$ cat config.mk
export PLATFORM = sky130hd
export DESIGN_NAME = rational_arithmetic_unit
export DESIGN_NICKNAME = d
export VERILOG_FILES = /design/src/rtl/rau_pkg.sv /design/src/rtl/rau_ctrl.sv /design/src/rtl/rau_dp.sv /design/src/rtl/rational_arithmetic_unit.sv
export SDC_FILE = /design/constraint.sdc
export NUM_CORES = 2
export LEC_CHECK = 0
export BUFFER_PORTS_ARGS = -buffer_cell sky130_fd_sc_hd__buf_2
export CAP_MARGIN = 10
export CORE_MARGIN = 2
export CORE_UTILIZATION = 30
export DETAILED_ROUTE_END_ITERATION = 7
export PLACE_DENSITY = 0.43
export SLEW_MARGIN = 20
export SYNTH_ARGS = -nofsm -noshare
export SYNTH_HDL_FRONTEND = slang
export SYNTH_SLANG_ARGS = --single-unit
$ cat constraint.sdc
create_clock -name clk -period 16.07 [get_ports clk]
set_input_delay 3.214 -clock clk [delete_from_list [all_inputs] [get_ports clk]]
set_output_delay 3.214 -clock clk [all_outputs]
set_load 0.005 [all_outputs]
$ cat src/rtl/rau_pkg.sv
// package for the rational arithmetic unit: request/result types and codes
package rau_pkg;

    localparam int WORD_BITS_DEF = 32;

    localparam logic [2:0] CMD_ADD = 3'd0;
    localparam logic [2:0] CMD_SUB = 3'd1;
    localparam logic [2:0] CMD_MUL = 3'd2;
    localparam logic [2:0] CMD_DIV = 3'd3;
    localparam logic [2:0] CMD_CMP = 3'd4;

    localparam logic [1:0] ST_OK       = 2'd0;
    localparam logic [1:0] ST_DIVZERO  = 2'd1;
    localparam logic [1:0] ST_OVERFLOW = 2'd2;

    localparam logic [1:0] ORD_LESS    = 2'd0;
    localparam logic [1:0] ORD_EQUAL   = 2'd1;
    localparam logic [1:0] ORD_GREATER = 2'd2;

    typedef struct packed {
        logic [2:0]         command;
        logic signed [31:0] a_num;
        logic [30:0]        a_den;
        logic signed [31:0] b_num;
        logic [30:0]        b_den;
    } rau_req_t;

    typedef struct packed {
        logic signed [31:0] res_num;
        logic [30:0]        res_den;
        logic [1:0]         status;
        logic [1:0]         order;
    } rau_res_t;

    // controller to datapath
    typedef struct packed {
        logic load;      // capture request
        logic mul_step;  // one product pass
        logic form;      // combine products, check range
        logic gcd_step;  // one euclid/division bit step
        logic gcd_next;  // advance euclid after a remainder is ready
        logic div_start; // start dividing by the gcd
        logic fin;       // build result register
    } rau_cmd_t;

    // datapath to controller
    typedef struct packed {
        logic mul_done;
        logic early;     // result known without reduction
        logic div_done;  // current bit-serial division finished
        logic gcd_zero;  // euclid remainder is zero
        logic red_phase; // numerator division by the gcd in progress
    } rau_sts_t;

endpackage

$ cat src/rtl/rau_ctrl.sv
// controller sequencing the rational unit datapath
module rau_ctrl
    import rau_pkg::*;
(
    input  logic     clk,
    input  logic     rst_n,
    input  logic     in_valid,
    output logic     in_stall,
    output logic     out_valid,
    input  logic     out_stall,
    input  rau_sts_t sts,
    output rau_cmd_t cmd
);

    typedef enum logic [6:0] {
        S_IDLE = 7'b0000001,
        S_MUL  = 7'b0000010,
        S_FORM = 7'b0000100,
        S_GCD  = 7'b0001000,
        S_RED  = 7'b0010000,
        S_FIN  = 7'b0100000,
        S_OUT  = 7'b1000000
    } rau_state_t;

    rau_state_t state_reg, state_next;

    always_ff @(posedge clk or negedge rst_n)
    begin
        if (!rst_n)
            state_reg <= S_IDLE;
        else
            state_reg <= state_next;
    end

    assign in_stall  = (state_reg != S_IDLE);
    assign out_valid = (state_reg == S_OUT);

    always_comb
    begin
        state_next = state_reg;
        cmd = '0;
        case (state_reg)
            S_IDLE:
            begin
                if (in_valid)
                begin
                    cmd.load = 1'b1;
                    state_next = S_MUL;
                end
            end
            S_MUL:
            begin
                // last pass leaves the denominator product on the multiplier
                if (sts.mul_done)
                    state_next = S_FORM;
                else
                    cmd.mul_step = 1'b1;
            end
            S_FORM:
            begin
                cmd.form = 1'b1;
                state_next = S_GCD;
            end
            S_GCD:
            begin
                if (sts.early)
                    state_next = S_FIN;
                else if (sts.div_done)
                begin
                    if (sts.gcd_zero)
                    begin
                        cmd.div_start = 1'b1;
                        state_next = S_RED;
                    end
                    else
                        cmd.gcd_next = 1'b1;
                end
                else
                    cmd.gcd_step = 1'b1;
            end
            S_RED:
            begin
                if (sts.div_done)
                begin
                    if (sts.red_phase)
                        cmd.div_start = 1'b1;
                    else
                        state_next = S_FIN;
                end
                else
                    cmd.gcd_step = 1'b1;
            end
            S_FIN:
            begin
                cmd.fin = 1'b1;
                state_next = S_OUT;
            end
            S_OUT:
            begin
                if (!out_stall)
                    state_next = S_IDLE;
            end
            default: state_next = S_IDLE;
        endcase
    end

endmodule

$ cat src/rtl/rau_dp.sv
// datapath: shared 32x32 multiplier, range check and bit-serial euclid divider
module rau_dp
    import rau_pkg::*;
#(
    parameter int WORD_BITS = WORD_BITS_DEF
)
(
    input  logic     clk,
    input  rau_req_t req,
    input  rau_cmd_t cmd,
    output rau_sts_t sts,
    output rau_res_t res
);

    localparam int CW = $clog2(WORD_BITS + 1);
    localparam logic signed [64:0] WMAX = (65'sd1 <<< (WORD_BITS - 1)) - 65'sd1;
    localparam logic signed [64:0] WMIN = -WMAX - 65'sd1;

    rau_req_t           req_reg;
    logic [1:0]         mcnt_reg;
    logic signed [63:0] p0_reg, p1_reg, p2_reg;
    logic               early_reg;
    logic [1:0]         est_reg, eord_reg;
    logic               neg_reg;
    logic [WORD_BITS-1:0] y_reg, g_reg, mag_reg, den_reg, qn_reg;
    // serial divider
    logic [WORD_BITS-1:0] dq_reg, dr_reg, dd_reg;
    logic [CW-1:0]        dcnt_reg;
    logic [1:0]           phase_reg; // 0 euclid, 1 numerator, 2 denominator
    rau_res_t             res_reg;

    // one 32x32 signed product per cycle
    logic signed [32:0] ma, mb;
    logic signed [65:0] mp;
    always_comb
    begin
        case (mcnt_reg)
            2'd0:
            begin
                ma = {req_reg.a_num[31], req_reg.a_num};
                mb = $signed({2'b00, req_reg.b_den});
            end
            2'd1:
            begin
                ma = $signed({2'b00, req_reg.a_den});
                mb = {req_reg.b_num[31], req_reg.b_num};
            end
            2'd2:
            begin
                ma = {req_reg.a_num[31], req_reg.a_num};
                mb = {req_reg.b_num[31], req_reg.b_num};
            end
            default: begin ma = $signed({2'b00, req_reg.a_den});
                           mb = $signed({2'b00, req_reg.b_den}); end
        endcase
        mp = ma * mb;
    end

    // combine products: p0 an*bd, p1 ad*bn, p2 an*bn, mcnt3 -> ad*bd in mp
    logic signed [64:0] fnum, fden;
    logic [2:0] c;
    always_comb
    begin
        c = req_reg.command;
        fden = $signed(mp[64:0]);
        case (c)
            CMD_ADD: fnum = $signed({p0_reg[63], p0_reg}) + $signed({p1_reg[63], p1_reg});
            CMD_SUB: fnum = $signed({p0_reg[63], p0_reg}) - $signed({p1_reg[63], p1_reg});
            CMD_MUL: fnum = $signed({p2_reg[63], p2_reg});
            default:
            begin
                fnum = $signed({p0_reg[63], p0_reg});
                fden = $signed({p1_reg[63], p1_reg});
                if (p1_reg < 0)
                begin
                    fnum = -fnum;
                    fden = -fden;
                end
            end
        endcase
    end

    logic [WORD_BITS:0] dtrial;
    assign dtrial = {dr_reg, dq_reg[WORD_BITS-1]} - {1'b0, dd_reg};

    always_ff @(posedge clk)
    begin
        if (cmd.load)
        begin
            req_reg  <= req;
            mcnt_reg <= 2'd0;
        end
        if (cmd.mul_step)
        begin
            mcnt_reg <= mcnt_reg + 2'd1;
            case (mcnt_reg)
                2'd0:    p0_reg <= mp[63:0];
                2'd1:    p1_reg <= mp[63:0];
                2'd2:    p2_reg <= mp[63:0];
                default: ;
            endcase
        end
        if (cmd.form)
        begin
            early_reg <= 1'b1;
            est_reg   <= ST_OK;
            eord_reg  <= ORD_LESS;
            if (c == CMD_CMP)
                eord_reg <= (p0_reg < p1_reg) ? ORD_LESS :
                            (p0_reg == p1_reg) ? ORD_EQUAL : ORD_GREATER;
            else if (c > CMD_CMP)
                ;
            else if (req_reg.a_den == '0 || req_reg.b_den == '0 ||
                     (c == CMD_DIV && req_reg.b_num == '0))
                est_reg <= ST_DIVZERO;
            else if (fnum < WMIN || fnum > WMAX || fden > WMAX)
                est_reg <= ST_OVERFLOW;
            else
            begin
                early_reg <= (fnum == 0);
                neg_reg   <= fnum[64];
                mag_reg   <= fnum[64] ? WORD_BITS'(-fnum) : WORD_BITS'(fnum);
                den_reg   <= WORD_BITS'(fden);
                y_reg     <= WORD_BITS'(fden);
                // first euclid step: x mod y
                dq_reg    <= fnum[64] ? WORD_BITS'(-fnum) : WORD_BITS'(fnum);
                dd_reg    <= WORD_BITS'(fden);
                dr_reg    <= '0;
                dcnt_reg  <= '0;
                phase_reg <= 2'd0;
            end
        end
        if (cmd.gcd_step)
        begin
            dq_reg <= {dq_reg[WORD_BITS-2:0], ~dtrial[WORD_BITS]};
            dr_reg <= dtrial[WORD_BITS] ? {dr_reg[WORD_BITS-2:0], dq_reg[WORD_BITS-1]}
                                        : dtrial[WORD_BITS-1:0];
            dcnt_reg <= dcnt_reg + CW'(1);
        end
        if (cmd.gcd_next)
        begin
            y_reg    <= dr_reg;
            dq_reg   <= y_reg;
            dd_reg   <= dr_reg;
            dr_reg   <= '0;
            dcnt_reg <= '0;
        end
        if (cmd.div_start)
        begin
            dr_reg   <= '0;
            dcnt_reg <= '0;
            if (phase_reg == 2'd0)
            begin
                g_reg     <= y_reg;
                dq_reg    <= mag_reg;
                dd_reg    <= y_reg;
                phase_reg <= 2'd1;
            end
            else
            begin
                qn_reg    <= dq_reg;
                dq_reg    <= den_reg;
                dd_reg    <= g_reg;
                phase_reg <= 2'd2;
            end
        end
        if (cmd.fin)
        begin
            res_reg.status <= early_reg ? est_reg : ST_OK;
            res_reg.order  <= early_reg ? eord_reg : ORD_LESS;
            if (early_reg)
            begin
                res_reg.res_num <= '0;
                res_reg.res_den <= 31'd1;
            end
            else
            begin
                res_reg.res_num <= 32'(neg_reg ? -$signed({1'b0, qn_reg})
                                               : $signed({1'b0, qn_reg}));
                res_reg.res_den <= 31'(dq_reg);
            end
        end
    end

    assign sts.mul_done  = (mcnt_reg == 2'd3);
    assign sts.early     = early_reg;
    assign sts.div_done  = (dcnt_reg == CW'(WORD_BITS));
    assign sts.gcd_zero  = (dr_reg == '0);
    assign sts.red_phase = (phase_reg == 2'd1);
    assign res = res_reg;

endmodule

$ cat src/rtl/rational_arithmetic_unit.sv
// top level of the rational arithmetic unit
// Rational arithmetic unit: one request (command plus two fractions) is taken
// when the block is idle; it forms exact cross products on a single shared
// 32x32 multiplier, checks for zero denominators and range overflow, then
// reduces the result with a Euclidean GCD built on one bit-serial divider,
// followed by two more divisions by the GCD. Compare, errors and a zero
// numerator skip the reduction. The next request is taken only once the
// result has left and the block is idle. The result is held until taken.
module rational_arithmetic_unit
    import rau_pkg::*;
#(
    parameter int WORD_BITS = WORD_BITS_DEF
)
(
    input  logic     clk,
    input  logic     rst_n,
    input  logic     in_valid,
    output logic     in_stall,
    input  rau_req_t in_data,
    output logic     out_valid,
    input  logic     out_stall,
    output rau_res_t out_data
);

    rau_cmd_t cmd;
    rau_sts_t sts;

    // sequencer
    rau_ctrl u_ctrl (
        .clk       (clk),
        .rst_n     (rst_n),
        .in_valid  (in_valid),
        .in_stall  (in_stall),
        .out_valid (out_valid),
        .out_stall (out_stall),
        .sts       (sts),
        .cmd       (cmd)
    );

    // arithmetic
    rau_dp #(.WORD_BITS(WORD_BITS)) u_dp (
        .clk (clk),
        .req (in_data),
        .cmd (cmd),
        .sts (sts),
        .res (out_data)
    );

    // no new request taken while a result is pending
    assert property (@(posedge clk) disable iff (!rst_n) out_valid |-> in_stall)
        else $error("request accepted while result pending");

    // a result appears only in the cycle after the final build step
    assert property (@(posedge clk) disable iff (!rst_n) $rose(out_valid) |-> $past(cmd.fin))
        else $error("result without final step");

    // failed requests carry a zero numerator
    assert property (@(posedge clk) disable iff (!rst_n)
        out_valid && out_data.status != ST_OK |-> out_data.res_num == '0)
        else $error("error result with nonzero numerator");

endmodule
# Word level (Yosys, flattened, before mapping)
# Index checks and enable logic that the tools add are counted.
[word_totals]
regBits = 667
wordCells = 209
[classes]
addsub = 9
n_mul = 1
n_lt_le_gt_ge = 6
eq_ne = 45
muxes = 75
n_bitwise = 6
reduce_logical = 38
[op_table]
columns = ["operator", "n"]
rows = [
  ["two-way mux 32 bit", 26],
  ["two-way mux 65 bit", 3],
  ["case mux 65 bit (3 select lines)", 1],
  ["> comparator 65 x 32 -> 1 bit, second input constant", 2],
  ["negation 64 -> 65 bit", 2],
  ["two-way mux 33 bit", 2],
  ["adder 64 x 64 -> 65 bit", 1],
  ["zero test 65 bit", 1],
  ["less-than comparator 65 x 32 -> 1 bit, second input constant", 1],
  ["multiplier 33 x 33 -> 65 bit", 1],
  ["subtractor 64 x 64 -> 65 bit", 1],
  ["== test 64 bit", 1],
  ["zero test 32 bit", 2],
  ["less-than comparator 64 x 1 -> 1 bit, second input constant", 1],
  ["less-than comparator 64 bit", 1],
  ["negation 32 bit", 2],
  ["zero test 31 bit", 2],
  ["two-way mux 7 bit", 8],
  ["case mux 7 bit (7 select lines)", 1],
  ["two-way mux 6 bit", 6],
  ["inequality test 2 bit, second input constant", 17],
  ["subtractor 33 x 32 -> 33 bit", 1],
  ["AND reduction 5 bit", 6],
  ["two-way mux 2 bit", 12],
  ["36 further kinds", 79],
]

# Longest topological paths before layout
[logic_depth]
ltp_word = 15
ltp_mapped = 43

# By module
# Synthesis repeated with hierarchy kept, for this count alone.
[unflattened]
cells_unflattened = 8391
hier_area_um2 = 79249.8
[by_module_without_submodules]
columns = ["module", "n_inst", "cells_each", "area_each_um2", "seq_area_each_um2"]
rows = [
  ["rau_dp", 1, 8325, 78706.7, 19438.6],
  ["rau_ctrl", 1, 66, 543.0, 176.4],
]

# Worst setup path before layout
# No wires, ideal clock.
[synth_timing]
path_type = "reg2reg"
from = "register u_dp.mcnt_reg[0]"
to = "register u_dp.den_reg[0], enable pin"
setup_ps = 419
arrival_time_ps = 12268
required_time_ps = 15651
setup_slack_ps = 3383
path_stages_with_launch = 42
n_path_buf = 5
period_less_slack_ps = 12687
path_cell_list = "edfxtp_1 inv_1 ha_1 clkbuf_1 buf_1 buf_1 mux2i_1 clkbuf_1 nor2_1 fa_1 inv_1 fa_1 fa_1 inv_1 fa_1 inv_1 fa_1 inv_1 [6 not listed] clkbuf_1 a21o_1 a21o_1 a21oi_1 o21ai_0 a311oi_1 o31a_1 o31ai_1 xor2_1 or4_1 or4_1 or4_1 nor4_1 a21oi_1 nor2_1 a32o_1 nand3_1 inv_1"
[synth_between]
elab_chain_cells = 9
elab_cells_between_ends = 13
[synth_lines]
columns = ["element", "line_no", "text"]
rows = [
  ["start: declaration", "rau_dp.sv:20", "logic [1:0] mcnt_reg;"],
  ["start signal: assignment", "rau_dp.sv:95", "mcnt_reg <= mcnt_reg + 2'd1;"],
  ["== test 2 bit, or another cell as far along", "rau_dp.sv:37", "case (mcnt_reg)"],
  ["OR reduction 2 bit (no line)", "n/a", ""],
  ["two-way mux 33 bit", "rau_dp.sv:37", ""],
  ["multiplier 33 x 33 -> 65 bit (*)", "rau_dp.sv:56", "mp = ma * mb;"],
  ["via u_dp.mp[59]", "rau_dp.sv:34", "logic signed [65:0] mp;"],
  ["two-way mux 65 bit (*)", "rau_dp.sv:66", "case (c)"],
  ["> comparator 65 x 32 -> 1 bit (*)", "rau_dp.sv:116", "else if (fnum < WMIN || fnum > WMAX || fden > WMAX)"],
  ["logical OR 1 bit (*)", "rau_dp.sv:116", ""],
  ["inverter 1 bit (no line) (*)", "n/a", ""],
  ["AND reduction 5 bit (no line) (*)", "n/a", ""],
  ["end signal: assignment", "rau_dp.sv:123", "den_reg <= WORD_BITS'(fden);"],
  ["end: declaration", "rau_dp.sv:25", "logic [WORD_BITS-1:0] y_reg, g_reg, mag_reg, den_reg, qn_reg;"],
]
# Mark *: on every way through the listed nets, which the timed path passes. The rest lies on a longest branch.
# A chain may end at the register's enable or synchronous reset.

# Worst setup path in the final report
[layout_timing]
from = "register u_dp.mcnt_reg[0]"
to = "register u_dp.mag_reg[22], enable pin"
[layout_between]
elab_chain_cells = 9
elab_cells_between_ends = 13
[layout_lines]
columns = ["element", "line_no", "text"]
rows = [
  ["== test 2 bit, or another cell as far along", "rau_dp.sv:37", ""],
  ["OR reduction 2 bit (no line)", "n/a", ""],
  ["two-way mux 33 bit", "rau_dp.sv:37", ""],
  ["multiplier 33 x 33 -> 65 bit (*)", "rau_dp.sv:56", ""],
  ["via u_dp.mp[59]", "rau_dp.sv:34", ""],
  ["two-way mux 65 bit (*)", "rau_dp.sv:66", ""],
  ["> comparator 65 x 32 -> 1 bit (*)", "rau_dp.sv:116", ""],
  ["logical OR 1 bit (*)", "rau_dp.sv:116", ""],
  ["inverter 1 bit (no line) (*)", "n/a", ""],
  ["AND reduction 5 bit (no line) (*)", "n/a", ""],
  ["end signal: assignment", "rau_dp.sv:122", "mag_reg <= fnum[64] ? WORD_BITS'(-fnum) : WORD_BITS'(fnum);"],
  ["end: declaration", "rau_dp.sv:25", ""],
]
# Marked as above.

==> flow_summary.toml <==
[detailed_routing]
initialDrtViolationCount = 5587
wl_met3_um = 20500
routed.top_layer = "met5"
vias = 60700
drt-pass1-iter-count = 6
wl_um = 310000
drcViolationCount = 0
viasPerCell = 5.25
dr_wl_met2_um = 142000
final_antenna_net_count = 0
wl_met1_um = 134000
wl_per_cell_um = 26.9

[grt]
grt_first_pass_wirelength_um = 446000
grt_usage = 0.233
antenna_found_initial = 4
overflow = 0
grt_max_degree = 69
grt_pass1_vias = 62600

[timing]
rsz0062_at_grt = "false"
setup-tns-final_ns = 0
fmax_ghz = 0.0709
slew_headroom = 0.261
final.min_clock_period_ns = 14.11
hold_violations = 0
maxSlewViolCount = 0
finalSetupViolCount = 0
worst_slew_pin_slew_ns = 1.10
fin_skew_ns = 0.126
fin_crit_sh = 0.878

[synthesis]
ys_warn_count = 0
synth_cell_type_count = 96
synthArstFlopShare = 0.0105
yosysSeqAreaShare = 0.254
synth_edf_count = 622
syn_inst = 8025
syn_nets = 9662
syn_area_per_cell_um2 = 9.62
syn_area_um2 = 77200
ys_ff_latch = 667
synth-main-ff-cell = "edfxtp_1"

[worst_setup_path]
critical_path_class = "register to register"
crit_top_cell = "fa_1"
startpoint = "u_dp.mcnt_reg[0]"
r2r-end = "u_dp.mag_reg[22]"
rrSetupSlack_ns = 1.96
crit_path_end_kind = "register"
start_kind = "register"
reg2reg_from = "u_dp.mcnt_reg[0]"
worstPathRequired_ns = 16.44
path_max_fanout = 27
worst-r2r-cell-count = 35
cp_slowest_cell = "mux2i_4"
max_stage_delay_ns = 0.83
arrival_ns = 14.47

[cts]
cts.sinks = 667
post_cts_buffers = 0
clockRootBuffer = "clkbuf_16"
clock_latency_ns = 0.76
cts_tree = "yes"
clk_pin_slew_worst_paths_ns = 0.06
cts.htree.levels = 3
cts_resized = 0
hold_buffers = 0
cts_buffer_depth = 3
cts_buffers = 82

[floorplanning]
rows = 186
die_x_um = 511
initial_utilization = 0.301
io_pins = 202
die-area_um2 = 261000
core-area_um2 = 256000
fp.dieH_um = 511

[layout]
nets = 9738
largest_reg_flops = 126
syn2layout_area_growth_pct = 10.7
drive_gt1_frac = 0.0902

[placement]
hpwl_um = 246000
routabilityCongestion = 0.939
port_buffers = 201

[min_path]
hp-class = "register to register"
min_from = "u_dp.dcnt_reg[5]"
min_to = "u_dp.dcnt_reg[5]"
min_path_cells = 2

[outcome]
status = "complete, no violations"

[job]
max_cap_violations = 0
how the worst max path moves through the flow:
| stage | end | slack (ns) |
|---|---|---|
| floorplan | u_dp.den_reg[0] | 3.38 |
| global placement | u_dp.den_reg[22] | 2.13 |
| detailed placement | u_dp.mag_reg[22] | 2.02 |
| CTS | u_dp.mag_reg[22] | 1.90 |
| global route | u_dp.den_reg[21] | 1.26 |
| finish | u_dp.mag_reg[22] | 1.96 |
layout make-up:
cell class / count / area, um2
Fill cell: 26500 / 171000
Clock buffer: 93 / 2090
Inverter: 1278 / 4800
Clock inverter: 57 / 641
Multi-Input combinational cell: 5719 / 51900
Sequential cell: 667 / 19600
Tap cell: 3384 / 4230
Timing Repair Buffer: 353 / 2190
Antenna cell: 5 / 12.5
layout by cell type, fill, tap and decap left out, types with 71 or more instances in the layout:
| cell | count |
|---|---|
| o31ai_1 | 71 |
| nand2_1 | 938 |
| buf_4 | 150 |
| xnor2_1 | 212 |
| mux2_2 | 136 |
| nand3_1 | 119 |
| xor2_1 | 114 |
| edfxtp_1 | 622 |
| a21oi_1 | 302 |
| nor3_1 | 81 |
| a21o_1 | 98 |
| nor2_1 | 820 |
| o21ai_0 | 248 |
| ha_1 | 385 |
| clkbuf_16 | 82 |
| nor4_1 | 73 |
| inv_1 | 1273 |
| fa_1 | 1118 |
| buf_2 | 201 |
logic make-up after synthesis:
kind of cell    synth area share
mux                       0.0338
xor+xnor                  0.0371
buf+inv                   0.0803
compound gates             0.103
fa+ha+maj                  0.352
simple gates               0.139
flops                      0.254
cells in the mapped netlist (all sizes together), types with 41 or more instances:
cell type     n  area, um2
nor3         84        425
fa         1118      22400
o22ai        54        338
buf          43        211
a21o         99        743
mux2i       108       1080
nor2        829       3110
a222oi       41        410
nand2       939       3520
mux2        136       1530
inv        1274       4780
nor4         80        537
nand3       120        606
ha          386       4830
xnor2       213       1870
o31ai        71        533
edfxtp      622      18700
nor2b        58        363
or3          44        275
a31oi        44        275
o21ai       263       1320
nand4        67        419
a21oi       305       1540
xor2        114        998
clkbuf      318       1190
o21bai       45        338
per-stage QoR:
| step | worst slack, ns | hold slack, ns | std cells | util | cell area (um2) |
|---|---|---|---|---|---|
| 4_1_cts | 1.90 | 0.492 | 11600 | 0.333 | 85400 |
| 2_1_floorplan | 3.38 | 0.426 | 8025 | - | 77200 |
| 6_report | 1.96 | 0.492 | 11600 | 0.333 | 85500 |
| 3_5_place_dp | 2.02 | 0.477 | 11400 | 0.322 | 82700 |
| 5_1_grt | 1.26 | 0.517 | 11600 | 0.333 | 85500 |
| 3_3_place_gp | 2.13 | 0.470 | 11400 | 0.322 | 82600 |
worst max-delay path: cells and delay by family (launching register included):
family / cells / cell delay (ns)
AO/OA/AOI/OAI: 9 / 2.99
XOR/XNOR: 1 / 0.22
adder cells (fa/ha/maj): 10 / 4.70
buffers and inverters: 6 / 1.59
flip-flops: 1 / 0.39
multiplexers: 1 / 0.83
AND/OR/NAND/NOR: 8 / 2.88
metal layers:
metal  track usage  vias to the layer above
li1              -                    26600
met1         0.313                    31300
met2         0.376                     2292
met3        0.0368                      440
met4        0.0927                        2
met5             0                        -
Power is left out: the tool's default activity adds up to more than one toggle a clock period on the data nets, which glitch-free logic cannot reach.
